==> src/rtl/obse_pkg.sv <==
// Order book slippage estimate: shared widths, constants and types.
// No dependencies; used by obse_div and order_book_slippage_estimate_top.
package obse_pkg;

  localparam int PRICE_W = 16;   // Q0.16 price
  localparam int SIZE_W  = 24;   // whole shares
  localparam int NOTL_W  = 40;   // Q24.16 notional
  localparam int FILL_W  = 46;   // filled notional sum
  localparam int WSUM_W  = 62;   // price-weighted fill sum, Q30.32
  localparam int DEN_W   = 62;   // best * filled
  localparam int NUM_W   = 76;   // |diff| * 10000
  localparam int QUO_W   = 30;   // basis points result
  localparam int MUL_W   = PRICE_W + SIZE_W;   // shared multiplier product

  localparam logic [NOTL_W-1:0]  TRADE_SIZE_RST = 40'd32768000;
  localparam logic [PRICE_W-1:0] BPS_SCALE      = 16'd10000;

  // Divider status seen by the sequencer.
  typedef struct packed {
    logic busy;
    logic done;
  } div_sts_t;

endpackage

==> src/rtl/order_book_slippage_estimate_top.sv <==
// Order book slippage estimate, top level: stream ports, sequencer, shared multiplier.
// Depends on obse_pkg and obse_div.
// A counted level holds off the input through the avail, fill and weighted-sum steps; an ignored one stays idle.
// An estimate runs after a counted or an ignored last level through the denominator, difference,
//   numerator and divide steps; a zero estimate skips numerator and divide, an empty side goes straight to output.
// Reset: synchronous, clears control, trade_size returns to 32768000 (500.0 in Q24.16).
module order_book_slippage_estimate_top #(
  parameter int MAX_LEVELS = 64
) (
  input  logic        clk,
  input  logic        rst,
  // configuration: trade_size, unsigned Q24.16
  input  logic        cfg_valid,
  output logic        cfg_ready,
  input  logic [39:0] cfg_data,
  // level input
  input  logic        s_tvalid,
  output logic        s_tready,
  input  logic [39:0] s_tdata,   // [15:0] level_price, [39:16] level_size
  input  logic        s_tlast,   // last_level
  input  logic [1:0]  s_tuser,   // [0] book_empty, [1] book_side
  // estimate output
  output logic        m_tvalid,
  input  logic        m_tready,
  output logic [31:0] m_tdata,   // [29:0] impact_bps, [31:30] zero
  output logic        m_tuser    // [0] side_echo
);

  localparam int CNT_W = $clog2(MAX_LEVELS + 1);

  // one-hot sequencer states
  typedef enum logic [16:0] {
    S_IDLE  = 17'b00000000000000001,
    S_AVAIL = 17'b00000000000000010,
    S_FILL  = 17'b00000000000000100,
    S_WLO   = 17'b00000000000001000,
    S_WHI   = 17'b00000000000010000,
    S_WACC  = 17'b00000000000100000,
    S_DEN0  = 17'b00000000001000000,
    S_DEN1  = 17'b00000000010000000,
    S_DEN2  = 17'b00000000100000000,
    S_DIFF  = 17'b00000001000000000,
    S_NUM0  = 17'b00000010000000000,
    S_NUM1  = 17'b00000100000000000,
    S_NUM2  = 17'b00001000000000000,
    S_NUM3  = 17'b00010000000000000,
    S_DIVGO = 17'b00100000000000000,
    S_DIV   = 17'b01000000000000000,
    S_OUT   = 17'b10000000000000000
  } state_t;

  state_t state;

  // configuration register
  logic [obse_pkg::NOTL_W-1:0]  trade_size;

  // captured beat
  logic [obse_pkg::PRICE_W-1:0] price;
  logic [obse_pkg::SIZE_W-1:0]  size;
  logic                         last;
  logic                         side;

  // book state
  logic [obse_pkg::NOTL_W-1:0]  remaining;
  logic [obse_pkg::WSUM_W-1:0]  wsum;
  logic [obse_pkg::FILL_W-1:0]  fsum;
  logic [obse_pkg::PRICE_W-1:0] best;
  logic                         at_start;
  logic                         fill_done;
  logic [CNT_W-1:0]             level_cnt;

  // working registers
  logic [obse_pkg::NOTL_W-1:0]  fill;
  logic [obse_pkg::DEN_W-1:0]   den;
  logic [obse_pkg::DEN_W-1:0]   diff;
  logic [obse_pkg::NUM_W-1:0]   num;
  logic                         zero_res;

  // shared multiplier
  logic [obse_pkg::PRICE_W-1:0] mul_a;
  logic [obse_pkg::SIZE_W-1:0]  mul_b;
  logic [obse_pkg::MUL_W-1:0]   mul_q;

  // divider
  logic                         div_start;
  logic [obse_pkg::QUO_W-1:0]   div_quo;
  obse_pkg::div_sts_t           div_sts;

  logic                         in_acc;
  logic [obse_pkg::NOTL_W-1:0]  fill_now;
  logic                         lvl_open;
  logic                         out_free;

  assign cfg_ready = 1'b1;
  assign s_tready  = (state == S_IDLE);
  assign in_acc    = s_tvalid && s_tready;
  assign out_free  = !m_tvalid || m_tready;
  assign div_start = (state == S_DIVGO);

  // fill of the current level: min(remaining, price * size)
  assign fill_now = (remaining < mul_q) ? remaining : mul_q;
  // a level counts unless the trade is filled or the level cap is reached
  assign lvl_open = !fill_done && (level_cnt < CNT_W'(MAX_LEVELS));

  // select the multiplier operands for each step
  always_comb begin
    mul_a = price;
    mul_b = size;
    case (state)
      S_WLO:  mul_b = fill[23:0];
      S_WHI:  mul_b = {8'd0, fill[39:24]};
      S_DEN0: begin
        mul_a = best;
        mul_b = fsum[23:0];
      end
      S_DEN1: begin
        mul_a = best;
        mul_b = {2'd0, fsum[45:24]};
      end
      S_NUM0: begin
        mul_a = obse_pkg::BPS_SCALE;
        mul_b = diff[23:0];
      end
      S_NUM1: begin
        mul_a = obse_pkg::BPS_SCALE;
        mul_b = diff[47:24];
      end
      S_NUM2: begin
        mul_a = obse_pkg::BPS_SCALE;
        mul_b = {10'd0, diff[61:48]};
      end
      default: begin
        mul_a = price;
        mul_b = size;
      end
    endcase
  end

  always_ff @(posedge clk) begin
    mul_q <= obse_pkg::MUL_W'(mul_a) * obse_pkg::MUL_W'(mul_b);
  end

  always_ff @(posedge clk) begin
    if (rst) begin
      trade_size <= obse_pkg::TRADE_SIZE_RST;
    end else if (cfg_valid && cfg_ready) begin
      trade_size <= cfg_data;
    end
  end

  // sequencer and control state
  always_ff @(posedge clk) begin
    if (rst) begin
      state     <= S_IDLE;
      at_start  <= 1'b1;
      fill_done <= 1'b0;
      level_cnt <= '0;
      m_tvalid  <= 1'b0;
    end else begin
      // raise tvalid as the estimate is loaded, drop it once the beat is taken
      if (state == S_OUT && out_free) begin
        m_tvalid <= 1'b1;
      end else if (m_tready) begin
        m_tvalid <= 1'b0;
      end
      case (state)
        S_IDLE: begin
          if (in_acc) begin
            if (s_tuser[0]) begin
              // empty book: drop any book in progress, answer zero
              at_start <= 1'b1;
              state    <= S_OUT;
            end else if (at_start) begin
              at_start  <= 1'b0;
              fill_done <= 1'b0;
              level_cnt <= '0;
              state     <= S_AVAIL;
            end else if (lvl_open) begin
              state <= S_AVAIL;
            end else if (s_tlast) begin
              state <= S_DEN0;
            end
          end
        end
        S_AVAIL: state <= S_FILL;
        S_FILL: begin
          fill_done <= (remaining == fill_now);
          level_cnt <= level_cnt + 1'b1;
          state     <= S_WLO;
        end
        S_WLO:  state <= S_WHI;
        S_WHI:  state <= S_WACC;
        S_WACC: state <= last ? S_DEN0 : S_IDLE;
        S_DEN0: state <= S_DEN1;
        S_DEN1: state <= S_DEN2;
        S_DEN2: state <= S_DIFF;
        S_DIFF: state <= (best == '0 || fsum == '0) ? S_OUT : S_NUM0;
        S_NUM0: state <= S_NUM1;
        S_NUM1: state <= S_NUM2;
        S_NUM2: state <= S_NUM3;
        S_NUM3: state <= S_DIVGO;
        S_DIVGO: state <= S_DIV;
        S_DIV: begin
          if (div_sts.done) begin
            state <= S_OUT;
          end
        end
        S_OUT: begin
          // hold here, input stalled, while the previous estimate waits
          if (out_free) begin
            at_start <= 1'b1;
            state    <= S_IDLE;
          end
        end
        default: state <= S_IDLE;
      endcase
    end
  end

  // datapath registers
  always_ff @(posedge clk) begin
    case (state)
      S_IDLE: begin
        if (in_acc) begin
          price    <= s_tdata[15:0];
          size     <= s_tdata[39:16];
          last     <= s_tlast;
          side     <= s_tuser[1];
          zero_res <= s_tuser[0];
          if (!s_tuser[0] && at_start) begin
            // book start: load trade size, clear sums, take best price
            remaining <= trade_size;
            wsum      <= '0;
            fsum      <= '0;
            best      <= s_tdata[15:0];
          end
        end
      end
      S_FILL: begin
        fill      <= fill_now;
        fsum      <= fsum + obse_pkg::FILL_W'(fill_now);
        remaining <= remaining - fill_now;
      end
      S_WHI:  wsum <= wsum + obse_pkg::WSUM_W'(mul_q);
      S_WACC: wsum <= wsum + obse_pkg::WSUM_W'({mul_q, 24'd0});
      S_DEN1: den  <= obse_pkg::DEN_W'(mul_q);
      S_DEN2: den  <= den + obse_pkg::DEN_W'({mul_q, 24'd0});
      S_DIFF: begin
        zero_res <= (best == '0 || fsum == '0);
        diff     <= (wsum >= den) ? wsum - den : den - wsum;
      end
      S_NUM1: num <= obse_pkg::NUM_W'(mul_q);
      S_NUM2: num <= num + obse_pkg::NUM_W'({mul_q, 24'd0});
      S_NUM3: num <= num + obse_pkg::NUM_W'({mul_q, 48'd0});
      S_OUT: begin
        if (out_free) begin
          m_tdata <= {2'd0, (zero_res ? {obse_pkg::QUO_W{1'b0}} : div_quo)};
          m_tuser <= side;
        end
      end
      default: begin
      end
    endcase
  end

  obse_div u_div (
    .clk   (clk),
    .rst   (rst),
    .start (div_start),
    .num   (num),
    .den   (den),
    .quo   (div_quo),
    .sts   (div_sts)
  );

  a_fill_done_empty: assert property (@(posedge clk) disable iff (rst)
    fill_done |-> remaining == '0) else $error("fill marked complete with notional left");
  a_level_cap: assert property (@(posedge clk) disable iff (rst)
    level_cnt <= CNT_W'(MAX_LEVELS)) else $error("level count beyond cap");
  a_div_den: assert property (@(posedge clk) disable iff (rst)
    div_start |-> den != '0) else $error("divider started with zero divisor");
  a_div_wait: assert property (@(posedge clk) disable iff (rst)
    div_sts.busy |-> state == S_DIV) else $error("divider busy outside divide step");

endmodule

==> src/rtl/obse_div.sv <==
// Restoring divider: floor(num / den), one quotient bit per cycle.
// Depends on obse_pkg; requires num < den * 2**QUO_W and den != 0.
module obse_div (
  input  logic                         clk,
  input  logic                         rst,
  input  logic                         start,
  input  logic [obse_pkg::NUM_W-1:0]   num,
  input  logic [obse_pkg::DEN_W-1:0]   den,
  output logic [obse_pkg::QUO_W-1:0]   quo,
  output obse_pkg::div_sts_t           sts
);

  localparam int CNT_W = $clog2(obse_pkg::QUO_W);

  logic [obse_pkg::DEN_W-1:0] rem;
  logic [obse_pkg::QUO_W-1:0] nsh;
  logic [CNT_W-1:0]           cnt;
  logic                       busy;
  logic                       done;
  logic [obse_pkg::DEN_W:0]   trial;
  logic                       fits;

  assign trial = {rem, nsh[obse_pkg::QUO_W-1]};
  assign fits  = (trial >= {1'b0, den});

  always_ff @(posedge clk) begin
    if (rst) begin
      busy <= 1'b0;
      done <= 1'b0;
    end else begin
      done <= 1'b0;
      if (start) begin
        busy <= 1'b1;
      end else if (busy && cnt == '0) begin
        busy <= 1'b0;
        done <= 1'b1;
      end
    end
  end

  always_ff @(posedge clk) begin
    if (start) begin
      rem <= obse_pkg::DEN_W'(num[obse_pkg::NUM_W-1:obse_pkg::QUO_W]);
      nsh <= num[obse_pkg::QUO_W-1:0];
      cnt <= CNT_W'(obse_pkg::QUO_W - 1);
      quo <= '0;
    end else if (busy) begin
      // bring in the next numerator bit, subtract when it fits
      rem <= fits ? obse_pkg::DEN_W'(trial - {1'b0, den})
                  : obse_pkg::DEN_W'(trial);
      nsh <= {nsh[obse_pkg::QUO_W-2:0], 1'b0};
      quo <= {quo[obse_pkg::QUO_W-2:0], fits};
      cnt <= cnt - 1'b1;
    end
  end

  assign sts.busy = busy;
  assign sts.done = done;

  a_rem_below_den: assert property (@(posedge clk) disable iff (rst)
    busy |-> rem < den) else $error("divider remainder not below divisor");
  a_start_idle: assert property (@(posedge clk) disable iff (rst)
    start |-> !busy) else $error("divider started while busy");
  a_done_pulse: assert property (@(posedge clk) disable iff (rst)
    done |=> !done && !busy) else $error("divider done not a single pulse");

endmodule

==> config.mk <==
export PLATFORM = sky130hd
export DESIGN_NAME = order_book_slippage_estimate_top
export DESIGN_NICKNAME = d
export VERILOG_FILES = /design/src/rtl/obse_pkg.sv /design/src/rtl/order_book_slippage_estimate_top.sv /design/src/rtl/obse_div.sv
export SDC_FILE = /design/constraint.sdc
export NUM_CORES = 2
export LEC_CHECK = 0
export BUFFER_PORTS_ARGS = -buffer_cell sky130_fd_sc_hd__buf_2
export CAP_MARGIN = 5
export CORE_ASPECT_RATIO = 1.75
export CORE_MARGIN = 1
export CORE_UTILIZATION = 59
export CTS_CLUSTER_DIAMETER = 60
export DETAILED_ROUTE_END_ITERATION = 8
export PLACE_DENSITY_LB_ADDON = 0.1
export SETUP_SLACK_MARGIN = 0.1
export SKIP_LAST_GASP = 1
export SLEW_MARGIN = 20
export SYNTH_ARGS = -nofsm -noshare
export SYNTH_HDL_FRONTEND = slang
export SYNTH_SLANG_ARGS = --single-unit
==> constraint.sdc <==
create_clock -name clk -period 9.6 [get_ports clk]
set_input_delay 1.92 -clock clk [delete_from_list [all_inputs] [get_ports clk]]
set_output_delay 1.92 -clock clk [all_outputs]
set_load 0.005 [all_outputs]
# Yosys cells after proc, flatten, opt, wreduce, memory -nomap -nowiden
# Index checks and enable logic that the tools add are counted.
[classes] n_addsub=12 n_mul=1 n_lt_le_gt_ge=4 n_eq_ne=25 muxes=49 n_reduce_logical=34
[op_table] cell="17-bit case mux with 17 select lines" n=1
[op_table] cell="62-bit 2-to-1 mux" n=4
[op_table] cell="76-bit case mux with 3 select lines" n=1
[op_table] cell="62-bit case mux with 3 select lines" n=1
[op_table] cell="62-bit subtractor" n=3
[op_table] cell="46-bit 2-to-1 mux" n=4
[op_table] cell="24-bit case mux with 7 select lines" n=1
[op_table] cell="17-bit 2-to-1 mux" n=8
[op_table] cell="62-bit adder" n=2
[op_table] cell="62-bit case mux with 2 select lines" n=1
[op_table] cell="40-bit 2-to-1 mux" n=3
[op_table] cell="46-bit case mux with 2 select lines" n=1
[op_table] cell="40-bit case mux with 2 select lines" n=1
[op_table] cell="76-bit by 64-bit adder with 76-bit output" n=1
[op_table] cell="76-bit adder" n=1
[op_table] cell="63-bit by 62-bit >= comparator with 1-bit output" n=1
[op_table] cell="62-bit by 40-bit adder with 62-bit output" n=1
[op_table] cell="62-bit >= comparator" n=1
[op_table] cell="30-bit 2-to-1 mux" n=2
[op_table] cell="46-bit by 40-bit adder with 46-bit output" n=1
[op_table] cell="46-bit logical NOT" n=1
[op_table] cell="40-bit equality test" n=1
[op_table] cell="40-bit less-than comparator" n=1
[op_table] cell="16-bit by 24-bit multiplier with 40-bit output" n=1
[op_table] cell="41 further kinds" n=82
[word_totals] register_bits=714 inputBits=88 out_inout_bits=36 wordCells=154

# Longest topological paths before layout
[depth] depth_word=7 mapped_depth=40

# Cells and area by module
# A second synthesis with hierarchy kept.
[hier_totals] hier_cells=7357 area_unflattened_um2=65835.6
[modules_own_cells] module="order_book_slippage_estimate_top" instances=1 cells_per_inst=6238 area_per_inst_um2=56181.4 seq_area_each_um2=16495.8
[modules_own_cells] module="obse_div" instances=1 cells_per_inst=1119 area_per_inst_um2=9654.3 seq_area_each_um2=3343.2

# Least setup slack after synthesis
# Ideal clock, no wire load.
[synth_path] kind="register to register" startpoint="reg state[2]" endpoint="reg mul_q[39] (netlist bit)" setup_time_ns=0.072 arrival_ns=9.086 required_time_ns=9.528 setup_slack_ns=0.441 stages_incl_launch_ff=36 n_path_buf=4 period_less_slack_ns=9.159 cell_sequence="dfxtp_1 > clkbuf_1 > nor4_1 > nand2_1 > nor2_1 > nand2_1 > nor3b_1 > clkbuf_1 > clkbuf_1 > a22oi_1 > nand4_1 > o21a_1 > buf_2 > nand2_1 > fa_1 > inv_1 > fa_1 > fa_1 > fa_1 > fa_1 > inv_1 > fa_1 > inv_1 > ha_1 > a21oi_1 > o21bai_1 > a21oi_1 > o21ai_1 > a22o_1 > o21a_1 > or4_1 > o211a_1 > a311o_1 > a31o_1 > a21oi_1 > xnor2_1"
[synth_between] elab_chain_cells=4 elab_cells_between_ends=12
[synth_rtl] element="start: declaration" line_no="order_book_slippage_estimate_top.sv:52" text="state_t state;"
[synth_rtl] element="start signal: assignment" line_no="order_book_slippage_estimate_top.sv:193" text="S_WACC: state <= last ? S_DEN0 : S_IDLE;"
[synth_rtl] element="start signal: assignment" line_no="order_book_slippage_estimate_top.sv:197" text="S_DIFF: state <= (best == '0 || fsum == '0) ? S_OUT : S_NUM0;"
[synth_rtl] element="17-bit by 13-bit equality test with 1-bit output (tied with other cells)" line_no="order_book_slippage_estimate_top.sv:109" text="case (state)"
[synth_rtl] element="3-bit OR reduction (no source line) / 2-bit OR reduction (equally long branches)"
[synth_rtl] element="16-bit case mux with 2 select lines" line_no="order_book_slippage_estimate_top.sv:109"
[synth_rtl] element="16-bit by 24-bit multiplier with 40-bit output *" line_no="order_book_slippage_estimate_top.sv:140" text="mul_q <= obse_pkg::MUL_W'(mul_a) * obse_pkg::MUL_W'(mul_b);"
[synth_rtl] element="end signal: assignment" line_no="order_book_slippage_estimate_top.sv:140"
[synth_rtl] element="end: declaration" line_no="order_book_slippage_estimate_top.sv:82" text="logic [obse_pkg::MUL_W-1:0] mul_q;"
# Mark *: on every way between the ends. The rest lies on a longest branch, timed or not.
# A chain may end at the register's enable or synchronous reset.

# Final worst setup path
# Ends and elaborated chain as after synthesis.

==> metrics.cfg <==
[outcome]
outcome = finished with violations
violations = DRC

[clock_network]
clk_pin_slew_worst_paths_ns = 0.06
cts_max_level = 3
cts.sinks = 714
clockBufferDepth = 3
clockRootBuffer = clkbuf_16
clock_latency_ns = 0.75
cts_tree = done
cts_buffers = 76

[drt]
post_drt_wl_per_cell_um = 28.01
drtIter0Drc = 5715
vias = 58145
post_drt_via_cell_ratio = 6.503
drt-total-wl_um = 250400
dr.pass1.iters = 9
post-route-drc-count = 11
ant_nets = 0

[grt]
grt_pass1_wl_um = 363600
antenna_found_initial = 26
grt_pass1_vias = 57724
gr-total-overflow = 0
grt_max_degree = 77
grt.total_usage_pct = 44.56

[logic_synthesis]
synth_top_area_share_pct = 25.51
ys.flop_type = edfxtp_1
synth_edf_count = 554
synth_cell_types = 116
async_reset_ff_share_pct = 0
synth_cells = 7315
synth_area_leaders = edfxtp_1, ha_1, fa_1, dfxtp_1, nand2_1
ys_seq_elements = 714
synth_top_cell_by_area = edfxtp_1
netlist_top_cells_count = nand2_1, inv_1, nor2_1
synth_area_um2 = 65220
ys.warnings.count = 0
syn_area_per_cell_um2 = 8.916
synth.most_common_cell = nand2_1
ys_seq_area_share_pct = 30.42

[setup_path]
cp-startpoint = state[2]$_SDFFE_PP0P_
r2r_start = state[2]$_SDFFE_PP0P_
crit_top_cell = fa_1
critPathRequiredTime_ns = 10.24
cp_slowest_cell = fa_1
reg2reg_slack_ns = 0.46
timing.rr.end = mul_q[39]$_DFF_P_
worst-path-max-fanout = 26
worst_ep_arrival_time_ns = 9.78
worstRegToRegCells = 32
end_kind = flop
worst_setup_path_start_kind = flop
slowest_delay_ns = 0.57
worstSetupPathType = flop to flop
cp-endpoint = mul_q[39]$_DFF_P_

[timing]
report.final.slew_viol_count = 0
rsz0062_at_grt = false
clock_skew_ns = 0.06105
finalHoldViolations = 0
slew_headroom_pct = 29.83
finalWorstSetupSlack_ns = 0.4606
setup_violations = 0
fin_crit_ns = 9.139
tightest_slew_ns = 1.052
tns_ns = 0
fmaxAchievable_mhz = 109.4
period_share_pct = 95.20

[floorplanning]
num_rows = 161
die_width_um = 253.3
die_h_um = 441.8
num_io_pins = 124
die-area_um2 = 111900
initial_core_util_pct = 59.41
coreArea_um2 = 109800

[placement]
port_buffers = 120
place_ws_ns = 0.09733
routabilityCongestion = 1.080
dpl_cell_area_um2 = 67820
hpwlAfterDp_um = 196600

[finish]
drive_gt1_share_pct = 7.391
area.growth.synth_to_final_pct = 8.376
nets = 8396
final_area_um2 = 70680

[worst_hold_path]
hold_path.startpoint = side$_DFFE_PP_
min_delay_path_depth = 0
min_path_type = flop to flop

[job]
drv_cap = 0

==> how the worst min path moves through the flow <==
stage | to | slack [ns]
after floorplan | m_tuser$_DFFE_PP_ | 0.40
after global placement | m_tuser$_DFFE_PP_ | 0.40
after detailed placement | m_tuser$_DFFE_PP_ | 0.42
after CTS | m_tuser$_DFFE_PP_ | 0.44
after global routing | m_tuser$_DFFE_PP_ | 0.45
final | m_tuser$_DFFE_PP_ | 0.42
==> kinds of logic after synthesis <==
logic type	after synthesis	synth area share [%]
AOI/OAI and AO/OA	1898	18.69
xor gates and xnor gates	407	5.489
adders and majority gates	914	21.17
buffers and inverters	965	5.823
DFF	714	30.42
muxes	138	2.160
other	2	0.01152
and+or+nand+nor	2277	16.24
==> registers in the layout, summed over array words and instances (netlist names), 46 cells and up <==
signal and cells:
wsum 62, den 62, diff 62, u_div.rem 62, num 76, fsum 46
==> area by class of cell <==
type / count / area [um2]
Clock inverter: 44 / 461.7
Tap cell: 1467 / 1836
Antenna cell: 19 / 47.55
Multi-Input combinational cell: 5637 / 41880
Inverter: 674 / 2532
Sequential cell: 714 / 19840
Timing Repair Buffer: 291 / 1991
Clock buffer: 95 / 2088
Fill cell: 9471 / 39110
==> per-stage QoR <==
| stage | hold slack [ns] | util (%) | cells |
|---|---|---|---|
| floorplan | 0.4003 | - | 7316 |
| global placement | 0.4034 | 61.78 | 8780 |
| detailed placement | 0.4173 | 61.78 | 8780 |
| CTS | 0.4399 | 64.10 | 8919 |
| global route | 0.4496 | 64.34 | 8925 |
| finish | 0.4221 | 64.38 | 8941 |
==> critical path, delay by kind of cell, from the launching register on <==
kind	cells	cell delay, ns
compound gates	11	2.13
xor+xnor	1	0.12
fa+ha+maj	7	3.59
buf+inv	4	0.56
flops	1	0.43
simple gates	9	2.17
==> layout by cell type, fill, tap and decap left out, types with 125 or more instances in the layout <==
cell	Yosys	routed
fa_1	316	316
nor2_1	606	602
xor2_1	149	149
buf_4	11	162
dfxtp_1	160	159
nand2_1	834	831
a21oi_1	536	533
mux2i_1	125	125
edfxtp_1	554	554
a21o_1	268	266
ha_1	598	597
o21ai_0	350	349
xnor2_1	256	256
inv_1	673	667
==> metal layers <==
layer	vias to the layer above	wire length, um	track usage [%]
met4	10	31660	46.89
met3	1190	20590	9.781
met5	-	65	0.04396
met1	27944	81460	45.60
met2	3041	116600	72.44
li1	25960	-	-
==> timing repair <==
action	CTS	global route
endpoints found under the setup margin	1	13
pin swaps	0	4
gates cloned	0	1
hold buffers	0	0
gates resized for setup	1	44
setup buffers	0	1
Power is not shown: default switching activity piles up to over one toggle a cycle in this logic, so the estimate is an artifact.
